--- src/design/preemptive_priority_tick_scheduler_top_macros.svh ---
// Assertion helpers used by the scheduler datapath.
`ifndef PREEMPTIVE_PRIORITY_TICK_SCHEDULER_TOP_MACROS_SVH
`define PREEMPTIVE_PRIORITY_TICK_SCHEDULER_TOP_MACROS_SVH

// Same-cycle implication, disabled while reset is asserted.
`define PPS_ASSERT_NOW(label, clk, rst_n, ante, cons, msg) \
	label: assert property (@(posedge clk) disable iff (!rst_n) (ante) |-> (cons)) \
		else $error(msg);

// Next-cycle implication, disabled while reset is asserted.
`define PPS_ASSERT_NEXT(label, clk, rst_n, ante, cons, msg) \
	label: assert property (@(posedge clk) disable iff (!rst_n) (ante) |=> (cons)) \
		else $error(msg);

`endif

--- src/design/pps_pkg.sv ---
package pps_pkg;

	localparam logic [15:0] TIME_MAX = 16'hFFFF;

	// Command codes of a request.
	typedef enum logic [1:0] {
		CMD_CLEAR = 2'd0,
		CMD_LOAD  = 2'd1,
		CMD_TICK  = 2'd2
	} cmd_t;

	typedef struct packed {
		logic [1:0]  command;
		logic [3:0]  slot;
		logic [15:0] burst_len;
		logic [15:0] arrival;
		logic [7:0]  prio;
	} req_t;

	typedef struct packed {
		logic        ran;
		logic [3:0]  run_slot;
		logic        finished;
		logic [15:0] finish_time;
		logic [15:0] turnaround;
		logic [15:0] waiting;
		logic        all_done;
	} rsp_t;

	// One task record as held in the task memory.
	typedef struct packed {
		logic [15:0] arrive;
		logic [15:0] burst;
		logic [15:0] left;
		logic [7:0]  prio;
	} task_rec_t;

	typedef enum logic [2:0] {
		ST_IDLE,
		ST_EXEC,
		ST_SCAN,
		ST_LAST,
		ST_COMMIT,
		ST_SETTLE,
		ST_RESP
	} state_t;

	// Commands from the controller to the datapath.
	typedef struct packed {
		logic take;
		logic exec;
		logic scan;
		logic commit;
		logic settle;
		logic resp_load;
	} ctl_t;

	// Status from the datapath to the controller.
	typedef struct packed {
		logic cmd_tick;
		logic scan_last;
		logic out_free;
	} stat_t;

endpackage

--- src/design/pps_chan_if.sv ---
interface pps_chan_if #(
	parameter type T = logic
);
	logic valid;
	logic ready;
	T     data;

	modport source (output valid, output data, input ready);
	modport sink (input valid, input data, output ready);
endinterface

--- src/design/preemptive_priority_tick_scheduler_top.sv ---
// Preemptive priority tick scheduler.
// Requests arrive on req (valid/ready); each carries a command: clear the
// task table and time, load a task into a slot, or advance one tick.
// Every request yields exactly one response on rsp (valid/ready) with the
// slot that ran, completion data when a task finished, the current time,
// and a flag that is set when no loaded task has time left.
// A tick reads the task memory one slot per cycle through its single read
// port while the best ready task is tracked, then the chosen task is
// written back and its times are worked out. Clear, load and unused
// commands skip the scan. One request is in flight at a time: a new one
// is accepted only once the previous result is in the output register.
// The response sits in an output register; a new request is accepted
// while it waits, and the block holds that request's response until the
// receiver takes the previous one. A stalled receiver never loses data.
// Reset clears the time and marks every slot empty; no clearing pass is
// needed and requests are taken from the first cycle after reset.
module preemptive_priority_tick_scheduler_top #(
	parameter int TASKS = 16
) (
	input logic       clk,
	input logic       arst_n,
	pps_chan_if.sink   req,
	pps_chan_if.source rsp
);

	pps_pkg::ctl_t  ctl;
	pps_pkg::stat_t stat;

	// Sequencer.
	pps_ctrl u_ctrl (
		.clk       (clk),
		.arst_n    (arst_n),
		.req_valid (req.valid),
		.stat      (stat),
		.req_ready (req.ready),
		.ctl       (ctl)
	);

	// Task table, selection and result datapath.
	pps_dp #(
		.TASKS (TASKS)
	) u_dp (
		.clk       (clk),
		.arst_n    (arst_n),
		.ctl       (ctl),
		.req_data  (req.data),
		.rsp_ready (rsp.ready),
		.rsp_valid (rsp.valid),
		.rsp_data  (rsp.data),
		.stat      (stat)
	);

endmodule

--- src/design/pps_ctrl.sv ---
module pps_ctrl (
	input  logic           clk,
	input  logic           arst_n,
	input  logic           req_valid,
	input  pps_pkg::stat_t stat,
	output logic           req_ready,
	output pps_pkg::ctl_t  ctl
);

	pps_pkg::state_t state_q;
	pps_pkg::state_t state_d;

	// State register.
	always_ff @(posedge clk or negedge arst_n) begin
		if (!arst_n) begin
			state_q <= pps_pkg::ST_IDLE;
		end else begin
			state_q <= state_d;
		end
	end

	// Next state and datapath commands.
	always_comb begin
		state_d   = state_q;
		ctl       = '0;
		req_ready = 1'b0;
		unique case (state_q)
			pps_pkg::ST_IDLE: begin
				req_ready = 1'b1;
				if (req_valid) begin
					ctl.take = 1'b1;
					state_d  = pps_pkg::ST_EXEC;
				end
			end
			pps_pkg::ST_EXEC: begin
				if (stat.cmd_tick) begin
					state_d = pps_pkg::ST_SCAN;
				end else begin
					ctl.exec = 1'b1;
					state_d  = pps_pkg::ST_RESP;
				end
			end
			pps_pkg::ST_SCAN: begin
				ctl.scan = 1'b1;
				if (stat.scan_last) begin
					state_d = pps_pkg::ST_LAST;
				end
			end
			pps_pkg::ST_LAST: begin
				state_d = pps_pkg::ST_COMMIT;
			end
			pps_pkg::ST_COMMIT: begin
				ctl.commit = 1'b1;
				state_d    = pps_pkg::ST_SETTLE;
			end
			pps_pkg::ST_SETTLE: begin
				ctl.settle = 1'b1;
				state_d    = pps_pkg::ST_RESP;
			end
			pps_pkg::ST_RESP: begin
				if (stat.out_free) begin
					ctl.resp_load = 1'b1;
					state_d       = pps_pkg::ST_IDLE;
				end
			end
			default: begin
				state_d = pps_pkg::ST_IDLE;
			end
		endcase
	end

endmodule

--- src/design/pps_dp.sv ---
`include "preemptive_priority_tick_scheduler_top_macros.svh"

module pps_dp #(
	parameter int TASKS = 16
) (
	input  logic           clk,
	input  logic           arst_n,
	input  pps_pkg::ctl_t  ctl,
	input  pps_pkg::req_t  req_data,
	input  logic           rsp_ready,
	output logic           rsp_valid,
	output pps_pkg::rsp_t  rsp_data,
	output pps_pkg::stat_t stat
);

	localparam int SW = $clog2(TASKS);
	localparam logic [8:0] TASKS_W = 9'(TASKS);
	localparam logic [SW-1:0] LAST_IDX = SW'(TASKS - 1);

	pps_pkg::task_rec_t mem [TASKS];

	pps_pkg::req_t      req_q;
	logic [15:0]        now_q;
	logic [TASKS-1:0]   live_q;
	logic [SW-1:0]      idx_q;
	logic               rd_vld_s1;
	logic [SW-1:0]      rd_idx_s1;
	pps_pkg::task_rec_t rd_rec_s1;
	logic               found_q;
	logic [SW-1:0]      best_idx_q;
	pps_pkg::task_rec_t best_rec_q;
	logic               res_ran_q;
	logic [3:0]         res_slot_q;
	logic               res_fin_q;
	logic [15:0]        res_turn_q;
	logic [15:0]        res_wait_q;
	logic               out_valid_q;
	pps_pkg::rsp_t      out_q;

	logic               load_ok;
	logic [SW-1:0]      load_idx;
	logic               cand_ready;
	logic               cand_better;
	logic [15:0]        now_inc;
	logic [15:0]        left_dec;
	logic               wr_en;
	logic [SW-1:0]      wr_addr;
	pps_pkg::task_rec_t wr_data;

	assign load_ok  = (9'(req_q.slot) < TASKS_W);
	assign load_idx = SW'(req_q.slot);
	assign now_inc  = (now_q == pps_pkg::TIME_MAX) ? now_q : now_q + 16'd1;
	assign left_dec = best_rec_q.left - 16'd1;

	assign stat.cmd_tick  = (req_q.command == pps_pkg::CMD_TICK);
	assign stat.scan_last = (idx_q == LAST_IDX);
	assign stat.out_free  = !out_valid_q || rsp_ready;

	// Capture the request.
	always_ff @(posedge clk) begin
		if (ctl.take) begin
			req_q <= req_data;
		end
	end

	// Task memory: one write port, one registered read port for the scan.
	always_comb begin
		wr_en   = 1'b0;
		wr_addr = best_idx_q;
		wr_data = best_rec_q;
		if (ctl.exec && req_q.command == pps_pkg::CMD_LOAD && load_ok) begin
			wr_en          = 1'b1;
			wr_addr        = load_idx;
			wr_data.arrive = req_q.arrival;
			wr_data.burst  = req_q.burst_len;
			wr_data.left   = req_q.burst_len;
			wr_data.prio   = req_q.prio;
		end else if (ctl.commit && found_q) begin
			wr_en        = 1'b1;
			wr_data.left = left_dec;
		end
	end

	always_ff @(posedge clk) begin
		if (wr_en) begin
			mem[wr_addr] <= wr_data;
		end
	end

	always_ff @(posedge clk) begin
		if (ctl.scan) begin
			rd_rec_s1 <= mem[idx_q];
			rd_idx_s1 <= idx_q;
		end
	end

	// Scan counter and read-valid flag.
	always_ff @(posedge clk or negedge arst_n) begin
		if (!arst_n) begin
			idx_q     <= '0;
			rd_vld_s1 <= 1'b0;
		end else begin
			rd_vld_s1 <= ctl.scan;
			if (ctl.take) begin
				idx_q <= '0;
			end else if (ctl.scan) begin
				idx_q <= idx_q + SW'(1);
			end
		end
	end

	// Best-candidate selection; slots arrive in ascending order so ties keep the lower one.
	assign cand_ready  = live_q[rd_idx_s1] && (rd_rec_s1.arrive <= now_q);
	assign cand_better = cand_ready && (!found_q || (rd_rec_s1.prio < best_rec_q.prio) ||
		((rd_rec_s1.prio == best_rec_q.prio) && (rd_rec_s1.arrive < best_rec_q.arrive)));

	always_ff @(posedge clk or negedge arst_n) begin
		if (!arst_n) begin
			found_q <= 1'b0;
		end else if (ctl.take) begin
			found_q <= 1'b0;
		end else if (rd_vld_s1 && cand_better) begin
			found_q <= 1'b1;
		end
	end

	always_ff @(posedge clk) begin
		if (rd_vld_s1 && cand_better) begin
			best_idx_q <= rd_idx_s1;
			best_rec_q <= rd_rec_s1;
		end
	end

	// Time and per-slot "loaded with time left" flags.
	always_ff @(posedge clk or negedge arst_n) begin
		if (!arst_n) begin
			now_q  <= '0;
			live_q <= '0;
		end else begin
			if (ctl.exec && req_q.command == pps_pkg::CMD_CLEAR) begin
				now_q  <= '0;
				live_q <= '0;
			end else if (ctl.exec && req_q.command == pps_pkg::CMD_LOAD && load_ok) begin
				live_q[load_idx] <= (req_q.burst_len != 16'd0);
			end else if (ctl.commit) begin
				now_q <= now_inc;
				if (found_q && left_dec == 16'd0) begin
					live_q[best_idx_q] <= 1'b0;
				end
			end
		end
	end

	// Result fields of the current request.
	always_ff @(posedge clk) begin
		if (ctl.exec) begin
			res_ran_q  <= 1'b0;
			res_slot_q <= '0;
			res_fin_q  <= 1'b0;
			res_turn_q <= '0;
			res_wait_q <= '0;
		end else if (ctl.commit) begin
			res_ran_q  <= found_q;
			res_slot_q <= found_q ? 4'(best_idx_q) : 4'd0;
			res_fin_q  <= found_q && (left_dec == 16'd0);
			res_turn_q <= (found_q && left_dec == 16'd0) ? now_inc - best_rec_q.arrive : 16'd0;
		end else if (ctl.settle) begin
			// Waiting saturates at zero when the time limit shortened the turnaround.
			res_wait_q <= (res_fin_q && res_turn_q >= best_rec_q.burst) ?
				res_turn_q - best_rec_q.burst : 16'd0;
		end
	end

	// Output register.
	always_ff @(posedge clk or negedge arst_n) begin
		if (!arst_n) begin
			out_valid_q <= 1'b0;
		end else if (ctl.resp_load) begin
			out_valid_q <= 1'b1;
		end else if (rsp_ready) begin
			out_valid_q <= 1'b0;
		end
	end

	always_ff @(posedge clk) begin
		if (ctl.resp_load) begin
			out_q.ran         <= res_ran_q;
			out_q.run_slot    <= res_slot_q;
			out_q.finished    <= res_fin_q;
			out_q.finish_time <= now_q;
			out_q.turnaround  <= res_turn_q;
			out_q.waiting     <= res_wait_q;
			out_q.all_done    <= ~|live_q;
		end
	end

	assign rsp_valid = out_valid_q;
	assign rsp_data  = out_q;

	`PPS_ASSERT_NOW(a_resp_into_free, clk, arst_n, ctl.resp_load, !out_valid_q || rsp_ready, "result overwrites a pending response")
	`PPS_ASSERT_NOW(a_best_is_live, clk, arst_n, found_q && (ctl.scan || rd_vld_s1), live_q[best_idx_q], "chosen slot has no time left")
	`PPS_ASSERT_NEXT(a_finish_clears, clk, arst_n, ctl.commit && found_q && left_dec == 16'd0, !live_q[$past(best_idx_q)], "finished slot still marked live")
	`PPS_ASSERT_NEXT(a_tick_advances, clk, arst_n, ctl.commit, now_q != 16'd0, "time did not advance on a tick")

endmodule

--- src/flat_wrapper.sv ---
// flat-port wrapper written by rule: the top's interface ports become plain ports
module preemptive_priority_tick_scheduler_top_flat 
#(
	parameter int TASKS = 16
)
  (clk, arst_n, req_valid, req_data, req_ready, rsp_valid, rsp_data, rsp_ready);
  pps_chan_if #(.T(pps_pkg::req_t)) req_i ();
  pps_chan_if #(.T(pps_pkg::rsp_t)) rsp_i ();
  input logic clk;
  input logic arst_n;
  input wire logic [$bits(req_i.valid)-1:0] req_valid;
  input wire logic [$bits(req_i.data)-1:0] req_data;
  output wire logic [$bits(req_i.ready)-1:0] req_ready;
  output wire logic [$bits(rsp_i.valid)-1:0] rsp_valid;
  output wire logic [$bits(rsp_i.data)-1:0] rsp_data;
  input wire logic [$bits(rsp_i.ready)-1:0] rsp_ready;
  assign req_i.valid = req_valid;
  assign req_i.data = req_data;
  assign req_ready = req_i.ready;
  assign rsp_valid = rsp_i.valid;
  assign rsp_data = rsp_i.data;
  assign rsp_i.ready = rsp_ready;
  preemptive_priority_tick_scheduler_top #(.TASKS(TASKS)) u_core (.clk(clk), .arst_n(arst_n), .req(req_i), .rsp(rsp_i));
endmodule
--- config.mk ---
export PLATFORM = sky130hd
export DESIGN_NAME = preemptive_priority_tick_scheduler_top_flat
export DESIGN_NICKNAME = d
export VERILOG_FILES = /design/src/design/pps_pkg.sv /design/src/design/pps_chan_if.sv /design/src/design/preemptive_priority_tick_scheduler_top.sv /design/src/design/pps_ctrl.sv /design/src/design/pps_dp.sv /design/src/flat_wrapper.sv
export VERILOG_INCLUDE_DIRS = /design/src /design/src/design
export SDC_FILE = /design/constraint.sdc
export NUM_CORES = 1
export LEC_CHECK = 0
export BUFFER_PORTS_ARGS = -buffer_cell sky130_fd_sc_hd__buf_2
export CORE_MARGIN = 5
export CORE_UTILIZATION = 56
export DETAILED_ROUTE_END_ITERATION = 16
export PLACE_DENSITY = 0.75
export SYNTH_ARGS = -nofsm -noshare
export SYNTH_HDL_FRONTEND = slang
export SYNTH_SLANG_ARGS = --single-unit
export TNS_END_PERCENT = 5
--- constraint.sdc ---
create_clock -name clk -period 5 [get_ports clk]
set_clock_uncertainty 0.1 [all_clocks]
set_input_delay 1 -clock clk [delete_from_list [all_inputs] [get_ports clk]]
set_output_delay 1 -clock clk [all_outputs]
set_load 0.005 [all_outputs]
==> results of run 1 <==
==> per-layer routing <==
metal / share of wire / up-vias / global-route usage / routed length (µm)
met5: 0 / - / 0 / 0
met4: 0.024 / 0 / 0.06760 / 2710
met3: 0.096 / 183 / 0.04615 / 10790
met2: 0.50 / 1441 / 0.4151 / 56230
met1: 0.38 / 12956 / 0.3479 / 42510
li1: - / 10702 / - / -
==> cell usage after synthesis (26+ instances only) <==
cell type | n | area [µm²]
nand3_1 | 34 | 170.2
ha_1 | 74 | 925.9
dfrtp_1 | 42 | 1051
o21ai_0 | 118 | 590.6
nor2_1 | 90 | 337.8
a21oi_1 | 74 | 370.4
a22oi_1 | 27 | 202.7
inv_1 | 75 | 281.5
mux4_2 | 285 | 6419
xnor2_1 | 26 | 227.7
clkbuf_1 | 73 | 274.0
edfxtp_1 | 1117 | 33540
dfxtp_1 | 38 | 760.7
nand2_1 | 161 | 604.3
==> per-stage QoR <==
stage / util / total power, mW / hold slack, ps
4_1_cts: 0.6367 / 25.66 / 318.2
6_report: 0.6368 / 25.48 / 316.7
3_3_place_gp: 0.5932 / 17.04 / 301.2
3_5_place_dp: 0.5932 / 17.18 / 305.2
5_1_grt: 0.6368 / 26.53 / 326.2
2_1_floorplan: - / 15.73 / 300.3
==> worst max-delay path, cell delays in order (launching register included) <==
cell and delay (ps):
dfrtp_1 520, ha_1 250, nand4_1 290, or4_1 800, nand2_1 200, xnor2_1 160
ha_1 300, o21a_1 180, o31a_1 160, o31ai_1 500, and3_1 240, nor3_1 50
a32o_1 250
==> flip-flops by register name (all words and copies together), names as in the netlist, 3 cells and up <==
name and flops:
u_core.u_dp.res_turn_q 16, u_core.u_dp.idx_q 4, u_core.u_dp.best_rec_q 56, u_core.u_dp.res_slot_q 4, u_core.u_dp.res_wait_q 16, u_core.u_dp.best_idx_q 4, u_core.u_dp.rd_idx_s1 4, u_core.u_dp.live_q 16
u_core.u_dp.rsp_data 55, u_core.u_dp.load_idx 4, u_core.u_dp.rd_rec_s1 56, u_core.u_dp.req_q 42, u_core.u_dp.mem 896, u_core.u_dp.now_q 16, u_core.u_ctrl.state_q 3
==> path summary, 6_finish.rpt <==
path                       depth (start not counted)  slack, ps                      from                         to
setup / recovery                                  12        880      u_core.u_dp.now_q[0]  u_core.u_dp.res_turn_q[9]
hold reg to reg                                    0        320  u_core.u_dp.rd_rec_s1[8]  u_core.u_dp.best_rec_q[8]
setup reg to reg                                  12        880      u_core.u_dp.now_q[0]  u_core.u_dp.res_turn_q[9]
max in group asynchronous                          1       3550                    arst_n       u_core.u_dp.idx_q[0]
min in group asynchronous                          1        410                    arst_n       u_core.u_dp.now_q[9]
hold / removal                                     0        320  u_core.u_dp.rd_rec_s1[8]  u_core.u_dp.best_rec_q[8]
==> final cells by class <==
class | count | area, µm² | share of cell area
flip-flops and latches | 1197 | 35370 | 0.6533
multi-input cells | 1143 | 11950 | 0.2207
clock buffers | 134 | 2970 | 0.05486
well taps | 1144 | 1431 | 0.02644
repair buffers | 185 | 1411 | 0.02607
clock inverters | 76 | 723.2 | 0.01336
inverters | 75 | 281.5 | 0.005200
diodes | 2 | 5.005 | 0.00009244
==> where the power goes <==
| group | total, mW | internal (mW) | leakage, nW | switching, mW |
|---|---|---|---|---|
| logic | 4.71 | 2.31 | 4.79 | 2.40 |
| registers | 12.3 | 11.8 | 10.9 | 0.513 |
| clock network | 8.50 | 4.86 | 1.81 | 3.64 |
| total | 25.5 | 18.9 | 17.5 | 6.56 |
==> cell usage in the layout (no fill, tap or decap), types with 56 or more instances in the layout <==
master | Yosys | layout
a21oi_1 | 74 | 74
buf_2 | 4 | 106
buf_4 | 1 | 56
clkbuf_16 | 0 | 116
edfxtp_1 | 1117 | 1117
ha_1 | 74 | 74
inv_1 | 75 | 74
mux4_2 | 285 | 285
nand2_1 | 161 | 161
nor2_1 | 90 | 73
o21ai_0 | 118 | 100
==> cells by family (layout without fill, tap and decap cells) <==
logic type,count (synthesis),in the layout,share of synthesized area
AOI/OAI and AO/OA,333,333,0.04348
xor gates and xnor gates,36,36,0.006593
adders and majority gates,76,76,0.02020
buffers and inverters,175,470,0.01423
DFF,1197,1197,0.7393
muxes,292,292,0.1357
other,0,2,0
and+or+nand+nor,406,406,0.04053
==> metrics.txt, run 1 <==
GRT Util Overall=0.2497; Hold WC Path Type=reg2reg; Crit Path Max Fanout=9; Inserted Clock Buffers=113; Cell Pwr Density=470.6 nW/µm²; final hold vios=0; Pre-antenna DRT Iters=6; dpl cells=3743; Peak VDD IR=0.3475 mV; critical path class=reg2reg; final cell count without fillers=3956; Synth Flop Type=edfxtp_1; GRT Residual Overflow=0; Hold Buf Count CTS=0; area delta synth->final=13.21%; #FFs+latches synth=1197; worst slew pin tran=1187 ps; Die Span X=302.2 µm; Netlist cell types=72; worst endpoint required time=5470 ps; Period minus WS final=4118 ps; CTS root buffer=clkbuf_16; routability cong.=0.8744; fraction of registers with async set/reset=0.03509; max cap viols=0; crit end category=register; Vias=25282; synth warn=0; Worst EP arrival=4590 ps; Seq/Total Area, Yosys=0.7393; fmax=0.2429 GHz; post_cts resized=0; initial antenna violation count=2; final setup TNS=0 ps; row cnt=107; number of flops mapped to enable cells by yosys=1117; Layout fillers=5584; DRC=0; global-route wire length before repair=168200 µm; post-route ant nets=0; final-report setup violation count=0; I/O Pins=107; synthesized area per cell=19.02 µm²; latest clock arrival within the worst-skew pair=700 ps; post-route cell area=54140 µm²; layout cell share with drive strength beyond 1=0.2413; P_leak=17.55 nW; DR WL/cell=28.37 µm; Via density=6.391; Initial DRC Count=2991; IO Port Bufs=106; status=completed; CTS tree=done; routed wire length=112200 µm; Post-CTS Setup Bufs=0; Slew HR=0.2084; Syn Inst Count=2515; Die Span Y=302.2 µm; placed cell area=50430 µm²; Die Area=91340 µm²; Core Area=85010 µm²; syn nets=2641; startpoint types=register; DP HPWL=65120 µm; worst setup margin=882.3 ps; Clk pin slew, worst setup/hold paths=60 ps; fin. max-slew vios=0; vias in the first global route=25992; Starting Density=0.5625; dpl ws=961.6 ps; synthesized area=47820 µm²; nets=2841; clk sinks=1197; CTS max path bufs=3; htree depth=3; RSZ-0062 raised after global routing=no; pin count of the biggest net entering global routing=101; period utilisation layout=0.8235
Power figures use the tool's default switching activity.
==> inputs of run 2 (changes only) <==
--- a/config.mk
+++ b/config.mk
@@ -8,9 +8,9 @@
 export LEC_CHECK = 0
 export BUFFER_PORTS_ARGS = -buffer_cell sky130_fd_sc_hd__buf_2
 export CORE_MARGIN = 5
-export CORE_UTILIZATION = 56
+export CORE_UTILIZATION = 59
 export DETAILED_ROUTE_END_ITERATION = 16
-export PLACE_DENSITY = 0.75
+export PLACE_DENSITY = 0.76
 export SYNTH_ARGS = -nofsm -noshare
 export SYNTH_HDL_FRONTEND = slang
 export SYNTH_SLANG_ARGS = --single-unit
==> constraint.sdc (replaced) <==
create_clock -name clk -period 4.3 [get_ports clk]
set_clock_uncertainty 0.1 [all_clocks]
set_input_delay 0.86 -clock clk [delete_from_list [all_inputs] [get_ports clk]]
set_output_delay 0.86 -clock clk [all_outputs]
set_load 0.005 [all_outputs]
==> run 2 against run 1 <==
  * Global-route usage rose by 2.5 points
  * Via count rose by 2.0%
  * Sequential cell count did not move
  * Highest routed layer unchanged
  * Sequential power rose by 16%
  * Maximum frequency rose by 5.4%
  * Critical path type unchanged
  * Setup slack got worse by 490 ps
  * Total power rose by 17%
  * Clock power rose by 17%
  * First-iteration DRC count rose by 7.7%
  * Final area rose by 0.23%
  * Die area fell by 4.9%
==> metrics.txt, run 2 (synthesis results as in run 1) <==
status=completed; Via density=6.628; period utilisation layout=0.9084; crit end category=register; Period minus WS final=3906 ps; initial antenna violation count=1; Vias=25796; GRT Residual Overflow=0; Clk pin slew, worst setup/hold paths=70 ps; DR WL/cell=30.29 µm; DP HPWL=64990 µm; worst setup margin=393.8 ps; max cap viols=0; Die Span Y=294.7 µm; biggest regs=u_core.u_dp.mem (896), u_core.u_dp.best_rec_q (56), u_core.u_dp.rd_rec_s1 (56); met3 routed WL=10960 µm; crit-path leading delay family=simple AND/OR/NAND/NOR gates; routed length on met2=59410 µm; CTS root buffer=clkbuf_16; Inserted Clock Buffers=114; Pre-antenna DRT Iters=5; I/O Pins=107; final setup TNS=0 ps; IO Port Bufs=106; clk sinks=1197; htree depth=3; CTS max path bufs=3; fin. max-slew vios=0; Tot Pwr=29.84 mW; Hold Crit Depth=1; worst slew pin tran=1190 ps; GRT Util Overall=0.2742; post_cts resized=0; Post-CTS Setup Bufs=0; dpl ws=356.5 ps; post-route cell area=54260 µm²; Hold Buf Count CTS=0; highest-count cells in the layout ignoring fill and taps=edfxtp_1, mux4_2, nand2_1; nets=2859; Core Util, Final=0.6748; Peak VDD IR=0.3603 mV; Slew HR=0.2063; vias in the first global route=26273; DRC=0; CTS tree=done; Hold WC Path Type=in2reg; P_leak=17.67 nW; Layout fillers=4990; commonest non-fill, non-tap cell in the layout=edfxtp_1; area delta synth->final=13.47%; critical path class=reg2reg; slowest stage cell, crit path=or4_4; post-route ant nets=0; RR Endpoint=u_core.u_dp.res_turn_q[12]; Core Area=80420 µm²; crit path buf inv count=0; RSZ-0062 raised after global routing=no; routed wire length=117900 µm; routability cong.=0.9216; Worst EP arrival=4380 ps; crit-path most repeated cell=ha_1; reg2reg start=u_core.u_dp.now_q[0]; Starting Density=0.5947; Top Layer Used=met4; # diodes=0; worst endpoint required time=4770 ps; layout cell share with drive strength beyond 1=0.2472; Hold Path End=u_core.u_dp.req_q[15]; hold path startpoint=req_data[15]; dpl cells=3675; max reg flops=896; Crit Path Max Fanout=9; Die Area=86850 µm²; global-route wire length before repair=174600 µm; fmax=0.2560 GHz; R2R setup slack=390 ps; Die Span X=294.7 µm; pin count of the biggest net entering global routing=62; final hold vios=0; final-report setup violation count=0; Cell Pwr Density=550.0 nW/µm²; Initial DRC Count=3222; startpoint types=register; Hold WS=244.8 ps; max incr delay on CP=700 ps; row cnt=104; CP Cell Sequence=ha_1 -> nand4_1 -> or4_4 -> nand2_1 -> xnor2_1 -> ha_1 -> nor2b_1 -> o31ai_1 -> a211oi_1 -> o41ai_1 -> xor2_1 -> o21ai_0; placed cell area=50520 µm²; Top reg by flops=u_core.u_dp.mem; final cell count without fillers=3892; Reg2Reg Depth=12; Post-Route M1 WL=44580 µm; latest clock arrival within the worst-skew pair=690 ps
run 2: power by group:
| group | leakage (nW) | total, mW | switching (mW) | internal (mW) |
|---|---|---|---|---|
| Combinational | 4.89 | 5.58 | 2.79 | 2.79 |
| Clock | 1.83 | 9.93 | 4.31 | 5.62 |
| Sequential | 10.9 | 14.3 | 0.681 | 13.7 |
run 2: layer usage:
layer,vias up,global-route usage
met5,-,0
met4,0,0.07205
met3,196,0.04348
met2,1499,0.4608
met1,13396,0.3849
li1,10705,-
run 2: layout make-up:
type | count | area [µm²] | share of cell area
clock inverter | 80 | 752.0 | 0.01386
sequential | 1197 | 35370 | 0.6518
timing repair buffer | 202 | 1612 | 0.02970
clock buffer | 135 | 2973 | 0.05479
inverter | 75 | 281.5 | 0.005188
tap | 1060 | 1326 | 0.02444
multi-input combinational | 1143 | 11950 | 0.2202
run 2: how the worst max path moves through the flow:
stage          depth (start not counted)                         end  slack, ps                     start
2_1_floorplan                          7       u_core.u_dp.mem[1][0]       -520  u_core.u_ctrl.state_q[0]
3_3_place_gp                          12  u_core.u_dp.res_turn_q[14]        410      u_core.u_dp.now_q[0]
3_5_place_dp                          12  u_core.u_dp.res_turn_q[12]        360      u_core.u_dp.now_q[0]
4_1_cts                               12  u_core.u_dp.res_turn_q[12]        330      u_core.u_dp.now_q[0]
5_1_grt                               13  u_core.u_dp.res_turn_q[14]         90      u_core.u_dp.now_q[0]
6_report                              12  u_core.u_dp.res_turn_q[12]        390      u_core.u_dp.now_q[0]
run 2: worst reg2reg max path, stage by stage (launching register included):
cell and delay (ps):
dfrtp_1 510, ha_1 270, nand4_1 290, or4_4 700, nand2_1 160, xnor2_1 150, ha_1 300, nor2b_1 170
o31ai_1 370, a211oi_1 170, o41ai_1 340, xor2_1 170, o21ai_0 90
